--- src/hdl/two_sided_audio_pool_allocator_core_macros.svh ---
// Assertion macros shared by the pool allocator modules
`ifndef TWO_SIDED_AUDIO_POOL_ALLOCATOR_CORE_MACROS_SVH
`define TWO_SIDED_AUDIO_POOL_ALLOCATOR_CORE_MACROS_SVH

// same-cycle implication, checked out of reset
`define TSAPA_ASSERT(lbl, ante, cons, msg) \
    lbl: assert property (@(posedge clk) disable iff (!rst_n) (ante) |-> (cons)) \
        else $error(msg);

// next-cycle implication, checked out of reset
`define TSAPA_ASSERT_NXT(lbl, ante, cons, msg) \
    lbl: assert property (@(posedge clk) disable iff (!rst_n) (ante) |=> (cons)) \
        else $error(msg);

`endif

--- src/hdl/tsapa_pkg.sv ---
// Types, constants and codes of the two-sided pool allocator
package tsapa_pkg;

    localparam int ADDR_W          = 24;
    localparam int ID_W            = 8;
    localparam int SIZE_W          = 24;
    localparam int UNIT_W          = 8;
    localparam int PROD_W          = SIZE_W + UNIT_W;
    localparam int PC_W            = ADDR_W + 1;
    localparam int TW              = ADDR_W + 3;
    localparam int SLOT_W          = ID_W + 1;
    localparam int STATUS_DEPTH    = 256;
    localparam int STAT_AW         = $clog2(STATUS_DEPTH);
    localparam int PERSIST_ENTRIES = 32;
    localparam int PIDX_W          = (PERSIST_ENTRIES > 1) ? $clog2(PERSIST_ENTRIES) : 1;
    localparam int PCNT_W          = $clog2(PERSIST_ENTRIES + 1);
    localparam int CFG_IDX_W       = 3;
    localparam int CFG_W           = 24;

    localparam logic [SLOT_W-1:0] SLOT_EMPTY  = 9'h100;
    localparam logic [3:0]        ALIGN_MASK  = 4'hF;
    localparam logic [4:0]        ALIGN_BYTES = 5'h10;

    // load status codes
    localparam logic [1:0] ST_NOT_LOADED  = 2'd0;
    localparam logic [1:0] ST_IN_PROGRESS = 2'd1;
    localparam logic [1:0] ST_COMPLETE    = 2'd2;
    localparam logic [1:0] ST_DISCARDABLE = 2'd3;

    // operations
    localparam logic [1:0] OP_ALLOC  = 2'd0;
    localparam logic [1:0] OP_LOOKUP = 2'd1;
    localparam logic [1:0] OP_STATUS = 2'd2;
    localparam logic [1:0] OP_CLEAR  = 2'd3;

    // allocation modes
    localparam logic [1:0] MODE_TEMP    = 2'd0;
    localparam logic [1:0] MODE_PERSIST = 2'd1;
    localparam logic [1:0] MODE_FALLBK  = 2'd2;

    // configuration register indexes
    localparam logic [CFG_IDX_W-1:0] CFG_PBASE = 3'd0;
    localparam logic [CFG_IDX_W-1:0] CFG_PLEN  = 3'd1;
    localparam logic [CFG_IDX_W-1:0] CFG_TBASE = 3'd2;
    localparam logic [CFG_IDX_W-1:0] CFG_TLEN  = 3'd3;
    localparam logic [CFG_IDX_W-1:0] CFG_BANK  = 3'd4;

    // datapath actions
    localparam logic [3:0] A_NONE   = 4'd0;
    localparam logic [3:0] A_LATCH  = 4'd1;
    localparam logic [3:0] A_STATUS = 4'd2;
    localparam logic [3:0] A_CLEAR  = 4'd3;
    localparam logic [3:0] A_SRCH   = 4'd4;
    localparam logic [3:0] A_SLOTS  = 4'd5;
    localparam logic [3:0] A_NULL   = 4'd6;
    localparam logic [3:0] A_MUL    = 4'd7;
    localparam logic [3:0] A_PALLOC = 4'd8;
    localparam logic [3:0] A_TRD    = 4'd9;
    localparam logic [3:0] A_TSEL   = 4'd10;
    localparam logic [3:0] A_TOVL   = 4'd11;
    localparam logic [3:0] A_TFIN   = 4'd12;

    typedef struct packed {
        logic [1:0]        op;
        logic [1:0]        mode;
        logic [ID_W-1:0]   item_id;
        logic [SIZE_W-1:0] size_bytes;
        logic [UNIT_W-1:0] unit_count;
        logic [1:0]        new_status;
    } in_t;

    typedef struct packed {
        logic              kind;
        logic              ok;
        logic [ADDR_W-1:0] address;
        logic [ID_W-1:0]   evicted_id;
        logic              stop_users;
        logic              last;
    } res_t;

    typedef struct packed {
        logic [3:0] act;
    } ctl_cmd_t;

    typedef struct packed {
        logic [1:0] op;
        logic [1:0] mode;
        logic       srch_end;
        logic       hit;
        logic       fit;
        logic       tnull;
    } dp_sts_t;

endpackage

--- src/hdl/tsapa_ctrl.sv ---
// Sequencing state machine of the pool allocator
`include "two_sided_audio_pool_allocator_core_macros.svh"

module tsapa_ctrl
    import tsapa_pkg::*;
(
    input  logic     clk,
    input  logic     rst_n,
    input  logic     start,
    output logic     busy,
    input  dp_sts_t  sts,
    output ctl_cmd_t cmd
);

    localparam logic [2:0] S_IDLE = 3'd0;
    localparam logic [2:0] S_DISP = 3'd1;
    localparam logic [2:0] S_SRCH = 3'd2;
    localparam logic [2:0] S_PCHK = 3'd3;
    localparam logic [2:0] S_TRD  = 3'd4;
    localparam logic [2:0] S_TSEL = 3'd5;
    localparam logic [2:0] S_TOVL = 3'd6;
    localparam logic [2:0] S_TFIN = 3'd7;

    logic [2:0] state_reg;
    logic [2:0] state_next;

    // state register
    always_ff @(posedge clk or negedge rst_n)
    begin
        if (!rst_n)
        begin
            state_reg <= S_IDLE;
        end
        else
        begin
            state_reg <= state_next;
        end
    end

    assign busy = (state_reg != S_IDLE);

    // next state and action
    always_comb
    begin
        state_next = state_reg;
        cmd.act    = A_NONE;
        case (state_reg)
            S_IDLE:
            begin
                if (start)
                begin
                    cmd.act    = A_LATCH;
                    state_next = S_DISP;
                end
            end
            S_DISP:
            begin
                case (sts.op)
                    OP_STATUS:
                    begin
                        cmd.act    = A_STATUS;
                        state_next = S_IDLE;
                    end
                    OP_CLEAR:
                    begin
                        cmd.act    = A_CLEAR;
                        state_next = S_IDLE;
                    end
                    OP_LOOKUP:
                    begin
                        if (sts.mode != MODE_TEMP)
                        begin
                            state_next = S_SRCH;
                        end
                        else
                        begin
                            cmd.act    = A_SLOTS;
                            state_next = S_IDLE;
                        end
                    end
                    default:
                    begin
                        if (sts.mode == MODE_TEMP)
                        begin
                            cmd.act    = A_TRD;
                            state_next = S_TSEL;
                        end
                        else
                        begin
                            cmd.act    = A_MUL;
                            state_next = S_PCHK;
                        end
                    end
                endcase
            end
            S_SRCH:
            begin
                if (sts.srch_end)
                begin
                    cmd.act    = (sts.mode == MODE_FALLBK) ? A_SLOTS : A_NULL;
                    state_next = S_IDLE;
                end
                else
                begin
                    cmd.act = A_SRCH;
                    if (sts.hit)
                    begin
                        state_next = S_IDLE;
                    end
                end
            end
            S_PCHK:
            begin
                cmd.act = A_PALLOC;
                if (!sts.fit && sts.mode == MODE_FALLBK)
                begin
                    state_next = S_TRD;
                end
                else
                begin
                    state_next = S_IDLE;
                end
            end
            S_TRD:
            begin
                cmd.act    = A_TRD;
                state_next = S_TSEL;
            end
            S_TSEL:
            begin
                cmd.act    = A_TSEL;
                state_next = sts.tnull ? S_IDLE : S_TOVL;
            end
            S_TOVL:
            begin
                cmd.act    = A_TOVL;
                state_next = S_TFIN;
            end
            S_TFIN:
            begin
                cmd.act    = A_TFIN;
                state_next = S_IDLE;
            end
            default:
            begin
                state_next = S_IDLE;
            end
        endcase
    end

    `TSAPA_ASSERT_NXT(a_accept_busy, start && !busy, busy, "accepted item did not raise busy")
    `TSAPA_ASSERT_NXT(a_ovl_then_fin, state_reg == S_TOVL, state_reg == S_TFIN, "overlap step not followed by final")

endmodule

--- src/hdl/tsapa_dp.sv ---
// Datapath: pool state, status table, persistent list and result register
`include "two_sided_audio_pool_allocator_core_macros.svh"

module tsapa_dp
    import tsapa_pkg::*;
(
    input  logic                 clk,
    input  logic                 rst_n,
    input  in_t                  in_item,
    input  ctl_cmd_t             cmd,
    output dp_sts_t              sts,
    input  logic                 cfg_we,
    input  logic [CFG_IDX_W-1:0] cfg_index,
    input  logic [CFG_W-1:0]     cfg_data,
    output res_t                 result,
    output logic                 result_valid
);

    // configuration
    logic [ADDR_W-1:0] pbase_reg, plen_reg, tbase_reg, tlen_reg;
    logic              bank_reg;

    in_t               item_reg;

    // memories
    logic [1:0]        status_mem [STATUS_DEPTH];
    logic [ID_W-1:0]   pid_mem    [PERSIST_ENTRIES];
    logic [ADDR_W-1:0] paddr_mem  [PERSIST_ENTRIES];

    logic [STATUS_DEPTH-1:0] svld_reg, svld_next;
    logic [1:0]              rd0_reg, rd1_reg;

    logic [PCNT_W-1:0] pcount_reg, pcount_next;
    logic [PC_W-1:0]   pcursor_reg, pcursor_next;
    logic [PCNT_W-1:0] sidx_reg, sidx_next;
    logic [PROD_W-1:0] prod_reg;

    logic [SLOT_W-1:0]     slot_id_reg   [2];
    logic [SLOT_W-1:0]     slot_id_next  [2];
    logic signed [TW-1:0]  slot_addr_reg [2];
    logic signed [TW-1:0]  slot_addr_next[2];
    logic signed [TW-1:0]  tcursor_reg, tcursor_next;
    logic                  nside_reg, nside_next;
    logic                  ovl_reg, ovl_next;
    logic                  oside_reg, oside_next;
    logic [ADDR_W-1:0]     ret_reg, ret_next;

    res_t res_reg, res_next;
    logic res_vld_reg, res_vld_next;

    // derived values
    logic signed [TW-1:0] tbase_x, tend_x, size_x, tcur0_x, new1_x;
    logic [PROD_W:0]      aligned;
    logic [PROD_W+1:0]    pend_sum, plimit;
    logic                 fit, hit, side, tnull;
    logic                 rc_side, rc_stop;
    logic [SLOT_W-1:0]    rc_id;
    logic [PIDX_W-1:0]    sidx_i;
    logic [STAT_AW-1:0]   id_i;

    assign tbase_x = {{(TW-ADDR_W){1'b0}}, tbase_reg};
    assign tend_x  = tbase_x + {{(TW-ADDR_W){1'b0}}, tlen_reg};
    assign size_x  = {{(TW-SIZE_W){1'b0}}, item_reg.size_bytes};
    assign tcur0_x = tbase_x + size_x;
    assign new1_x  = tend_x - size_x - {{(TW-5){1'b0}}, ALIGN_BYTES};

    // persistent fit check
    assign aligned  = ({1'b0, prod_reg} + {{(PROD_W-3){1'b0}}, ALIGN_MASK})
                      & ~{{(PROD_W-3){1'b0}}, ALIGN_MASK};
    assign pend_sum = {{(PROD_W+2-PC_W){1'b0}}, pcursor_reg} + {1'b0, aligned};
    assign plimit   = {{(PROD_W+2-ADDR_W){1'b0}}, pbase_reg}
                      + {{(PROD_W+2-ADDR_W){1'b0}}, plen_reg};
    assign fit      = (pcount_reg < PCNT_W'(PERSIST_ENTRIES)) && (pend_sum <= plimit);

    assign sidx_i = sidx_reg[PIDX_W-1:0];
    assign hit    = (pid_mem[sidx_i] == item_reg.item_id);
    assign id_i   = item_reg.item_id[STAT_AW-1:0];

    // side choice from the two slot statuses
    always_comb
    begin
        tnull = 1'b0;
        side  = 1'b0;
        if (rd0_reg == ST_NOT_LOADED)
            side = 1'b0;
        else if (rd1_reg == ST_NOT_LOADED)
            side = 1'b1;
        else if (rd0_reg == ST_DISCARDABLE && rd1_reg == ST_DISCARDABLE)
            side = nside_reg;
        else if (rd0_reg == ST_DISCARDABLE)
            side = 1'b0;
        else if (rd1_reg == ST_DISCARDABLE)
            side = 1'b1;
        else if (rd0_reg != ST_IN_PROGRESS)
            side = 1'b0;
        else if (rd1_reg != ST_IN_PROGRESS)
            side = 1'b1;
        else
            tnull = 1'b1;
    end

    // slot to reclaim in this step
    assign rc_side = (cmd.act == A_TSEL) ? side : oside_reg;
    assign rc_stop = (cmd.act == A_TSEL) ? bank_reg : 1'b1;
    assign rc_id   = slot_id_reg[rc_side];

    assign sts.op       = item_reg.op;
    assign sts.mode     = item_reg.mode;
    assign sts.srch_end = (sidx_reg >= pcount_reg);
    assign sts.hit      = hit;
    assign sts.fit      = fit;
    assign sts.tnull    = tnull;

    // next-state logic
    always_comb
    begin
        pcount_next    = pcount_reg;
        pcursor_next   = pcursor_reg;
        sidx_next      = sidx_reg;
        slot_id_next   = slot_id_reg;
        slot_addr_next = slot_addr_reg;
        tcursor_next   = tcursor_reg;
        nside_next     = nside_reg;
        ovl_next       = ovl_reg;
        oside_next     = oside_reg;
        ret_next       = ret_reg;
        svld_next      = svld_reg;
        res_next       = '0;
        res_vld_next   = 1'b0;

        case (cmd.act)
            A_LATCH:
            begin
                sidx_next = '0;
            end
            A_STATUS:
            begin
                if (32'(item_reg.item_id) < STATUS_DEPTH)
                    svld_next[id_i] = 1'b1;
                res_next.ok   = 1'b1;
                res_next.last = 1'b1;
                res_vld_next  = 1'b1;
            end
            A_CLEAR:
            begin
                pcount_next       = '0;
                pcursor_next      = {1'b0, pbase_reg};
                slot_id_next[0]   = SLOT_EMPTY;
                slot_id_next[1]   = SLOT_EMPTY;
                slot_addr_next[0] = tbase_x;
                slot_addr_next[1] = tend_x;
                tcursor_next      = tbase_x;
                nside_next        = 1'b0;
                res_next.ok       = 1'b1;
                res_next.last     = 1'b1;
                res_vld_next      = 1'b1;
            end
            A_SRCH:
            begin
                sidx_next = sidx_reg + 1'b1;
                if (hit)
                begin
                    res_next.ok      = 1'b1;
                    res_next.address = paddr_mem[sidx_i];
                    res_next.last    = 1'b1;
                    res_vld_next     = 1'b1;
                end
            end
            A_SLOTS:
            begin
                res_next.last = 1'b1;
                res_vld_next  = 1'b1;
                if (slot_id_reg[0] == {1'b0, item_reg.item_id})
                begin
                    nside_next       = 1'b1;
                    res_next.ok      = 1'b1;
                    res_next.address = slot_addr_reg[0][ADDR_W-1:0];
                end
                else if (slot_id_reg[1] == {1'b0, item_reg.item_id})
                begin
                    nside_next       = 1'b0;
                    res_next.ok      = 1'b1;
                    res_next.address = slot_addr_reg[1][ADDR_W-1:0];
                end
            end
            A_NULL:
            begin
                res_next.last = 1'b1;
                res_vld_next  = 1'b1;
            end
            A_PALLOC:
            begin
                if (fit)
                begin
                    pcount_next      = pcount_reg + 1'b1;
                    pcursor_next     = pend_sum[PC_W-1:0];
                    res_next.ok      = 1'b1;
                    res_next.address = pcursor_reg[ADDR_W-1:0];
                    res_next.last    = 1'b1;
                    res_vld_next     = 1'b1;
                end
                else if (item_reg.mode != MODE_FALLBK)
                begin
                    res_next.last = 1'b1;
                    res_vld_next  = 1'b1;
                end
            end
            A_TSEL:
            begin
                if (tnull)
                begin
                    res_next.last = 1'b1;
                    res_vld_next  = 1'b1;
                end
                else
                begin
                    // first reclaim of the chosen side
                    if (rc_id != SLOT_EMPTY)
                    begin
                        if (32'(rc_id) < STATUS_DEPTH)
                            svld_next[rc_id[STAT_AW-1:0]] = 1'b0;
                        res_next.kind       = 1'b1;
                        res_next.address    = slot_addr_reg[rc_side][ADDR_W-1:0];
                        res_next.evicted_id = rc_id[ID_W-1:0];
                        res_next.stop_users = rc_stop;
                        res_vld_next        = 1'b1;
                    end
                    slot_id_next[side] = {1'b0, item_reg.item_id};
                    oside_next         = ~side;
                    nside_next         = ~side;
                    if (!side)
                    begin
                        slot_addr_next[0] = tbase_x;
                        tcursor_next      = tcur0_x;
                        ovl_next          = (slot_addr_reg[1] < tcur0_x);
                        ret_next          = tbase_x[ADDR_W-1:0];
                    end
                    else
                    begin
                        slot_addr_next[1] = new1_x;
                        ovl_next          = (new1_x < tcursor_reg);
                        ret_next          = new1_x[ADDR_W-1:0];
                    end
                end
            end
            A_TOVL:
            begin
                if (ovl_reg)
                begin
                    if (rc_id != SLOT_EMPTY)
                    begin
                        if (32'(rc_id) < STATUS_DEPTH)
                            svld_next[rc_id[STAT_AW-1:0]] = 1'b0;
                        res_next.kind       = 1'b1;
                        res_next.address    = slot_addr_reg[rc_side][ADDR_W-1:0];
                        res_next.evicted_id = rc_id[ID_W-1:0];
                        res_next.stop_users = rc_stop;
                        res_vld_next        = 1'b1;
                    end
                    slot_id_next[rc_side] = SLOT_EMPTY;
                    if (rc_side)
                        slot_addr_next[1] = tend_x;
                    else
                        tcursor_next = tbase_x;
                end
            end
            A_TFIN:
            begin
                res_next.ok      = 1'b1;
                res_next.address = ret_reg;
                res_next.last    = 1'b1;
                res_vld_next     = 1'b1;
            end
            default:
            begin
            end
        endcase

        // register writes; the user must write only while idle, the block does not enforce it
        if (cfg_we)
        begin
            case (cfg_index)
                CFG_PBASE:
                begin
                    pcount_next  = '0;
                    pcursor_next = {1'b0, cfg_data[ADDR_W-1:0]};
                end
                CFG_PLEN:
                begin
                    pcount_next  = '0;
                    pcursor_next = {1'b0, pbase_reg};
                end
                CFG_TBASE:
                begin
                    slot_id_next[0]   = SLOT_EMPTY;
                    slot_id_next[1]   = SLOT_EMPTY;
                    slot_addr_next[0] = {{(TW-ADDR_W){1'b0}}, cfg_data[ADDR_W-1:0]};
                    slot_addr_next[1] = {{(TW-ADDR_W){1'b0}}, cfg_data[ADDR_W-1:0]}
                                        + {{(TW-ADDR_W){1'b0}}, tlen_reg};
                    tcursor_next      = {{(TW-ADDR_W){1'b0}}, cfg_data[ADDR_W-1:0]};
                    nside_next        = 1'b0;
                end
                CFG_TLEN:
                begin
                    slot_id_next[0]   = SLOT_EMPTY;
                    slot_id_next[1]   = SLOT_EMPTY;
                    slot_addr_next[0] = tbase_x;
                    slot_addr_next[1] = tbase_x + {{(TW-ADDR_W){1'b0}}, cfg_data[ADDR_W-1:0]};
                    tcursor_next      = tbase_x;
                    nside_next        = 1'b0;
                end
                default:
                begin
                end
            endcase
        end
    end

    // control and pool state registers
    always_ff @(posedge clk or negedge rst_n)
    begin
        if (!rst_n)
        begin
            pbase_reg        <= '0;
            plen_reg         <= '0;
            tbase_reg        <= '0;
            tlen_reg         <= '0;
            bank_reg         <= 1'b0;
            pcount_reg       <= '0;
            pcursor_reg      <= '0;
            sidx_reg         <= '0;
            slot_id_reg[0]   <= SLOT_EMPTY;
            slot_id_reg[1]   <= SLOT_EMPTY;
            slot_addr_reg[0] <= '0;
            slot_addr_reg[1] <= '0;
            tcursor_reg      <= '0;
            nside_reg        <= 1'b0;
            ovl_reg          <= 1'b0;
            oside_reg        <= 1'b0;
            svld_reg         <= '0;
            res_vld_reg      <= 1'b0;
        end
        else
        begin
            if (cfg_we)
            begin
                case (cfg_index)
                    CFG_PBASE: pbase_reg <= cfg_data[ADDR_W-1:0];
                    CFG_PLEN:  plen_reg  <= cfg_data[ADDR_W-1:0];
                    CFG_TBASE: tbase_reg <= cfg_data[ADDR_W-1:0];
                    CFG_TLEN:  tlen_reg  <= cfg_data[ADDR_W-1:0];
                    CFG_BANK:  bank_reg  <= cfg_data[0];
                    default:
                    begin
                    end
                endcase
            end
            pcount_reg    <= pcount_next;
            pcursor_reg   <= pcursor_next;
            sidx_reg      <= sidx_next;
            slot_id_reg   <= slot_id_next;
            slot_addr_reg <= slot_addr_next;
            tcursor_reg   <= tcursor_next;
            nside_reg     <= nside_next;
            ovl_reg       <= ovl_next;
            oside_reg     <= oside_next;
            svld_reg      <= svld_next;
            res_vld_reg   <= res_vld_next;
        end
    end

    // payload registers
    always_ff @(posedge clk)
    begin
        if (cmd.act == A_LATCH)
            item_reg <= in_item;
        if (cmd.act == A_MUL)
            prod_reg <= PROD_W'(item_reg.size_bytes) * PROD_W'(item_reg.unit_count);
        ret_reg <= ret_next;
        res_reg <= res_next;
    end

    // load status table, registered reads of both slot ids
    always_ff @(posedge clk)
    begin
        if (cmd.act == A_STATUS && 32'(item_reg.item_id) < STATUS_DEPTH)
            status_mem[id_i] <= item_reg.new_status;
        if (cmd.act == A_TRD)
        begin
            rd0_reg <= (32'(slot_id_reg[0]) < STATUS_DEPTH
                        && svld_reg[slot_id_reg[0][STAT_AW-1:0]])
                       ? status_mem[slot_id_reg[0][STAT_AW-1:0]] : ST_NOT_LOADED;
            rd1_reg <= (32'(slot_id_reg[1]) < STATUS_DEPTH
                        && svld_reg[slot_id_reg[1][STAT_AW-1:0]])
                       ? status_mem[slot_id_reg[1][STAT_AW-1:0]] : ST_NOT_LOADED;
        end
    end

    // persistent list
    always_ff @(posedge clk)
    begin
        if (cmd.act == A_PALLOC && fit)
        begin
            pid_mem[pcount_reg[PIDX_W-1:0]]   <= item_reg.item_id;
            paddr_mem[pcount_reg[PIDX_W-1:0]] <= pcursor_reg[ADDR_W-1:0];
        end
    end

    assign result       = res_reg;
    assign result_valid = res_vld_reg;

    `TSAPA_ASSERT(a_pcount_max, 1'b1, pcount_reg <= PCNT_W'(PERSIST_ENTRIES), "persistent count overflow")
    `TSAPA_ASSERT(a_last_final, res_vld_reg, res_reg.last == !res_reg.kind, "last flag not on final result")

endmodule

--- src/hdl/two_sided_audio_pool_allocator_core.sv ---
// Top level of the two-sided pool allocator: controller and datapath
//
// channel   | handshake            | payload
// ----------+----------------------+-------------------------------
// request   | start / busy         | cmd (in_t)
// result    | result_valid strobe  | result (res_t)
// config    | cfg_we               | cfg_index, cfg_data
//
// Status and clear are answered from dispatch; a lookup compares one list
// entry per cycle; a persistent grant multiplies, then checks the fit. A
// temporary one steps through status read, side choice, overlap and final,
// also after a fallback; with both slots still loading it answers null.
// Notices go out one per cycle ahead of the final result, which carries last.
// Reset empties both regions and marks every item not loaded at once.
// Results cannot be held off; busy drops as the final result is formed.
module two_sided_audio_pool_allocator_core
    import tsapa_pkg::*;
(
    input  logic                 clk,
    input  logic                 rst_n,
    input  logic                 start,
    output logic                 busy,
    input  in_t                  cmd,
    output res_t                 result,
    output logic                 result_valid,
    input  logic                 cfg_we,
    input  logic [CFG_IDX_W-1:0] cfg_index,
    input  logic [CFG_W-1:0]     cfg_data
);

    ctl_cmd_t ctl;
    dp_sts_t  sts;

    tsapa_ctrl u_ctrl (
        .clk   (clk),
        .rst_n (rst_n),
        .start (start),
        .busy  (busy),
        .sts   (sts),
        .cmd   (ctl)
    );

    tsapa_dp u_dp (
        .clk          (clk),
        .rst_n        (rst_n),
        .in_item      (cmd),
        .cmd          (ctl),
        .sts          (sts),
        .cfg_we       (cfg_we),
        .cfg_index    (cfg_index),
        .cfg_data     (cfg_data),
        .result       (result),
        .result_valid (result_valid)
    );

endmodule
--- config.mk ---
export PLATFORM = sky130hd
export DESIGN_NAME = two_sided_audio_pool_allocator_core
export DESIGN_NICKNAME = d
export VERILOG_FILES = /design/src/hdl/tsapa_pkg.sv /design/src/hdl/tsapa_ctrl.sv /design/src/hdl/tsapa_dp.sv /design/src/hdl/two_sided_audio_pool_allocator_core.sv
export VERILOG_INCLUDE_DIRS = /design/src /design/src/hdl
export SDC_FILE = /design/constraint.sdc
export NUM_CORES = 2
export LEC_CHECK = 0
export BUFFER_PORTS_ARGS = -buffer_cell sky130_fd_sc_hd__buf_2
export CAP_MARGIN = 25
export CORE_ASPECT_RATIO = 1.5
export CORE_MARGIN = 1.5
export CORE_UTILIZATION = 55
export DETAILED_ROUTE_END_ITERATION = 6
export PLACE_DENSITY = 0.76
export REMOVE_ABC_BUFFERS = 1
export SLEW_MARGIN = 10
export SYNTH_ARGS = -nofsm -noshare
export SYNTH_HDL_FRONTEND = slang
export SYNTH_SLANG_ARGS = --single-unit
--- constraint.sdc ---
create_clock -name clk -period 17.3 [get_ports clk]
set_input_delay 2.595 -clock clk [delete_from_list [all_inputs] [get_ports clk]]
set_output_delay 2.595 -clock clk [all_outputs]
set_load 0.02 [all_outputs]
==> flow_summary.json <==
{
  "drv_cap": 0,
  "netlist_instances": 7272,
  "synth_common_cells": "1,642 x edfxtp_1, 804 x mux4_2, 502 x nor2_1",
  "synth.avg_cell_area_um2": 15.1,
  "status": "finished clean",
  "skew_ns": 0.0677,
  "hold_depth": 1,
  "fin_area_um2": 120000,
  "gp_congestion": 0.989,
  "yosys.area.top_type": "edfxtp_1",
  "layout_worst_path_cycle_share_pct": 45.2,
  "grt_overflow_total": 0,
  "reg2reg_to": "u_dp.paddr_mem[3][2]$_DFFE_PP_",
  "drc": 0,
  "portBuffers": 114,
  "largest_reg_flops": 768,
  "hold_viol": 0,
  "drive_gt1_share_pct": 21.4,
  "ant_nets": 0,
  "holdCritStartpoint": "u_dp.sidx_reg[5]$_DFFE_PN0P_",
  "grt_pass1_vias": 72100,
  "fmax_ghz": 0.128,
  "rsz0062_at_grt": "false",
  "slew_violations": 0,
  "dp_hpwl_mm": 237,
  "root_buffer": "clkbuf_16",
  "place_area_um2": 113000,
  "cts_tree": "done",
  "worst_setup_path_end_kind": "flop",
  "cp.required_ns": 17.76,
  "fillCellCount": 14200,
  "yosysWarnings": 0,
  "h-tree-depth": 4,
  "holdBufCountCts": 0,
  "setup_viol": 0,
  "start_kind": "flop",
  "drtIter0Drc": 10100,
  "r2r_slack_ns": 9.48,
  "synth_edf_count": 1642,
  "cts-resized-gates": 0,
  "critPathKind": "reg2reg",
  "grt_max_degree": 132,
  "syn_area_um2": 109000,
  "cp_slowest_cell": "and3_2",
  "crit_fanout": 32,
  "die_area_um2": 202000,
  "grt_pass1_wl_mm": 503,
  "slew_headroom_pct": 23.7,
  "cts_buffers": 204,
  "setup_tns_ns": 0,
  "max_slew.worst_pin.slew_ns": 1.14,
  "layout.nets": 7860,
  "yosysSeqAreaShare_pct": 57.0,
  "yosysMostFrequentCell": "edfxtp_1",
  "async_flop_share_pct": 22.7,
  "core_area_um2": 198000,
  "ioPinCount": 115,
  "fp.dieW_um": 367,
  "cpMostUsedCell": "a21oi_1",
  "r2r_start": "u_dp.prod_reg[1]$_DFFE_PN_",
  "vias": 71700,
  "reg2regPathDepth": 22,
  "start_util_pct": 55.3,
  "ys_ff_latch": 2171,
  "die_y_um": 549,
  "cts.sinks": 2171,
  "routed_wl_mm": 351,
  "clk_pin_slew_worst_paths_ns": 0.07,
  "row_count": 200,
  "viasPerCell": 7.06,
  "syn2layout_area_growth_pct": 9.74,
  "clk_latency_ns": 0.90,
  "synth_cell_types": 94,
  "worstPathArrival_ns": 8.28,
  "crit_chain": "or4_4 > xor2_1 > ha_1 > fa_1 > a211oi_1 > o21ai_0 > nand4_1 > a31oi_1 > a21o_1 > a21oi_1 > xnor2_1 > ha_1 > o21a_1 > o21ai_0 > a21oi_1 > nor4_1 > a21oi_1 > o21bai_1 > a211oi_2 > and3_1 > buf_8 > and3_2",
  "cts_buffer_depth": 4,
  "wl_per_cell_um": 34.6,
  "min_to": "u_dp.sidx_reg[5]$_DFFE_PN0P_",
  "synthFlopType": "edfxtp_1",
  "post-route-util_pct": 60.7,
  "min_path_type": "reg2reg",
  "synth_top_area_share_pct": 45.1,
  "post-route-min-period_ns": 7.82,
  "globalRouteTotalUtil_pct": 34.8,
  "antenna_found_initial": 34,
  "cp_slowest_stage_delay_ns": 0.93,
  "post_cts_buffers": 0,
  "drtPass1Iterations": 7,
  "yosys-top-cells-area": "edfxtp_1 45%, mux4_2 17%, dfrtp_1 11%"
}
==> layout make-up <==
cell class	count	area, um2	area share, %
Clock inverter	136	1590	1.32
Clock buffer	235	5330	4.44
Tap cell	2626	3290	2.74
Sequential cell	2171	62400	52.0
Multi-Input combinational cell	4413	44500	37.0
Timing Repair Buffer	272	1930	1.61
Inverter	279	1050	0.875
Antenna cell	21	52.6	0.0438
==> cell families (layout without fill, tap and decap cells) <==
logic type               Yosys count  after routing  synth area share [%]
AND/OR/NAND/NOR                 1613           1613                  6.84
XOR/XNOR                         182            182                  1.46
adder cells (fa/ha/maj)          443            443                  6.01
AO/OA/AOI/OAI                   1177           1177                  7.72
flip-flops                      2171           2171                  57.0
other                              0             21                     0
multiplexers                     998            998                  18.4
buffers and inverters            688            922                  2.57
==> how the worst max path moves through the flow <==
stage	start	to	slack (ns)	depth (start not counted)
5_1_grt	u_dp.prod_reg[1]$_DFFE_PN_	u_dp.paddr_mem[3][2]$_DFFE_PP_	9.21	24
4_1_cts	u_dp.prod_reg[1]$_DFFE_PN_	u_dp.paddr_mem[3][2]$_DFFE_PP_	9.05	21
6_report	u_dp.prod_reg[1]$_DFFE_PN_	u_dp.paddr_mem[3][2]$_DFFE_PP_	9.48	22
3_5_place_dp	u_dp.prod_reg[1]$_DFFE_PN_	u_dp.paddr_mem[0][1]$_DFFE_PP_	9.13	21
3_3_place_gp	u_dp.prod_reg[3]$_DFFE_PN_	u_dp.paddr_mem[1][1]$_DFFE_PP_	9.22	21
2_1_floorplan	u_dp.sidx_reg[0]$_DFFE_PN0P_	u_dp.sidx_reg[0]$_DFFE_PN0P_	-0.09	12
==> metrics by stage <==
stage / hold WS [ns] / std cells / setup slack, ns
after detailed placement: 0.487 / 9751 / 9.13
after CTS: 0.503 / 10100 / 9.05
after global routing: 0.525 / 10100 / 9.21
after floorplan: 0.443 / 6863 / -0.0907
final: 0.506 / 10200 / 9.48
after global placement: 0.471 / 9748 / 9.22
==> worst max-delay path, delay by kind of cell, from the launching register on <==
kind / cells / cell delay (ns)
and+or+nand+nor: 5 / 2.55
xor gates and xnor gates: 2 / 0.34
adders and majority gates: 3 / 0.98
AOI/OAI and AO/OA: 11 / 2.89
DFF: 1 / 0.38
buffers and inverters: 1 / 0.23
==> layer usage <==
layer | track usage [%] | share of wire [%] | up-vias
li1 | - | - | 28700
met1 | 40.1 | 32 | 36300
met2 | 56.4 | 48 | 5269
met3 | 7.61 | 10 | 1392
met4 | 27.5 | 9.9 | 30
met5 | 0 | 0.067 | -
==> layout by cell type (no fill, tap or decap), drive strengths merged, types with 91 or more instances in the layout <==
cell type / instances
nor2: 504
clkbuf: 235
mux2i: 103
buf: 270
o21ai: 178
nand3: 106
nand2: 489
a2bb2oi: 206
mux4: 804
edfxtp: 1642
ha: 304
mux2: 91
dfrtp: 491
and2: 131
a21oi: 213
xnor2: 121
inv: 287
nor3: 108
a21o: 98
fa: 138
Power is left out: the tool's default activity adds up to more than one toggle a clock period on the data nets, which glitch-free logic cannot reach.
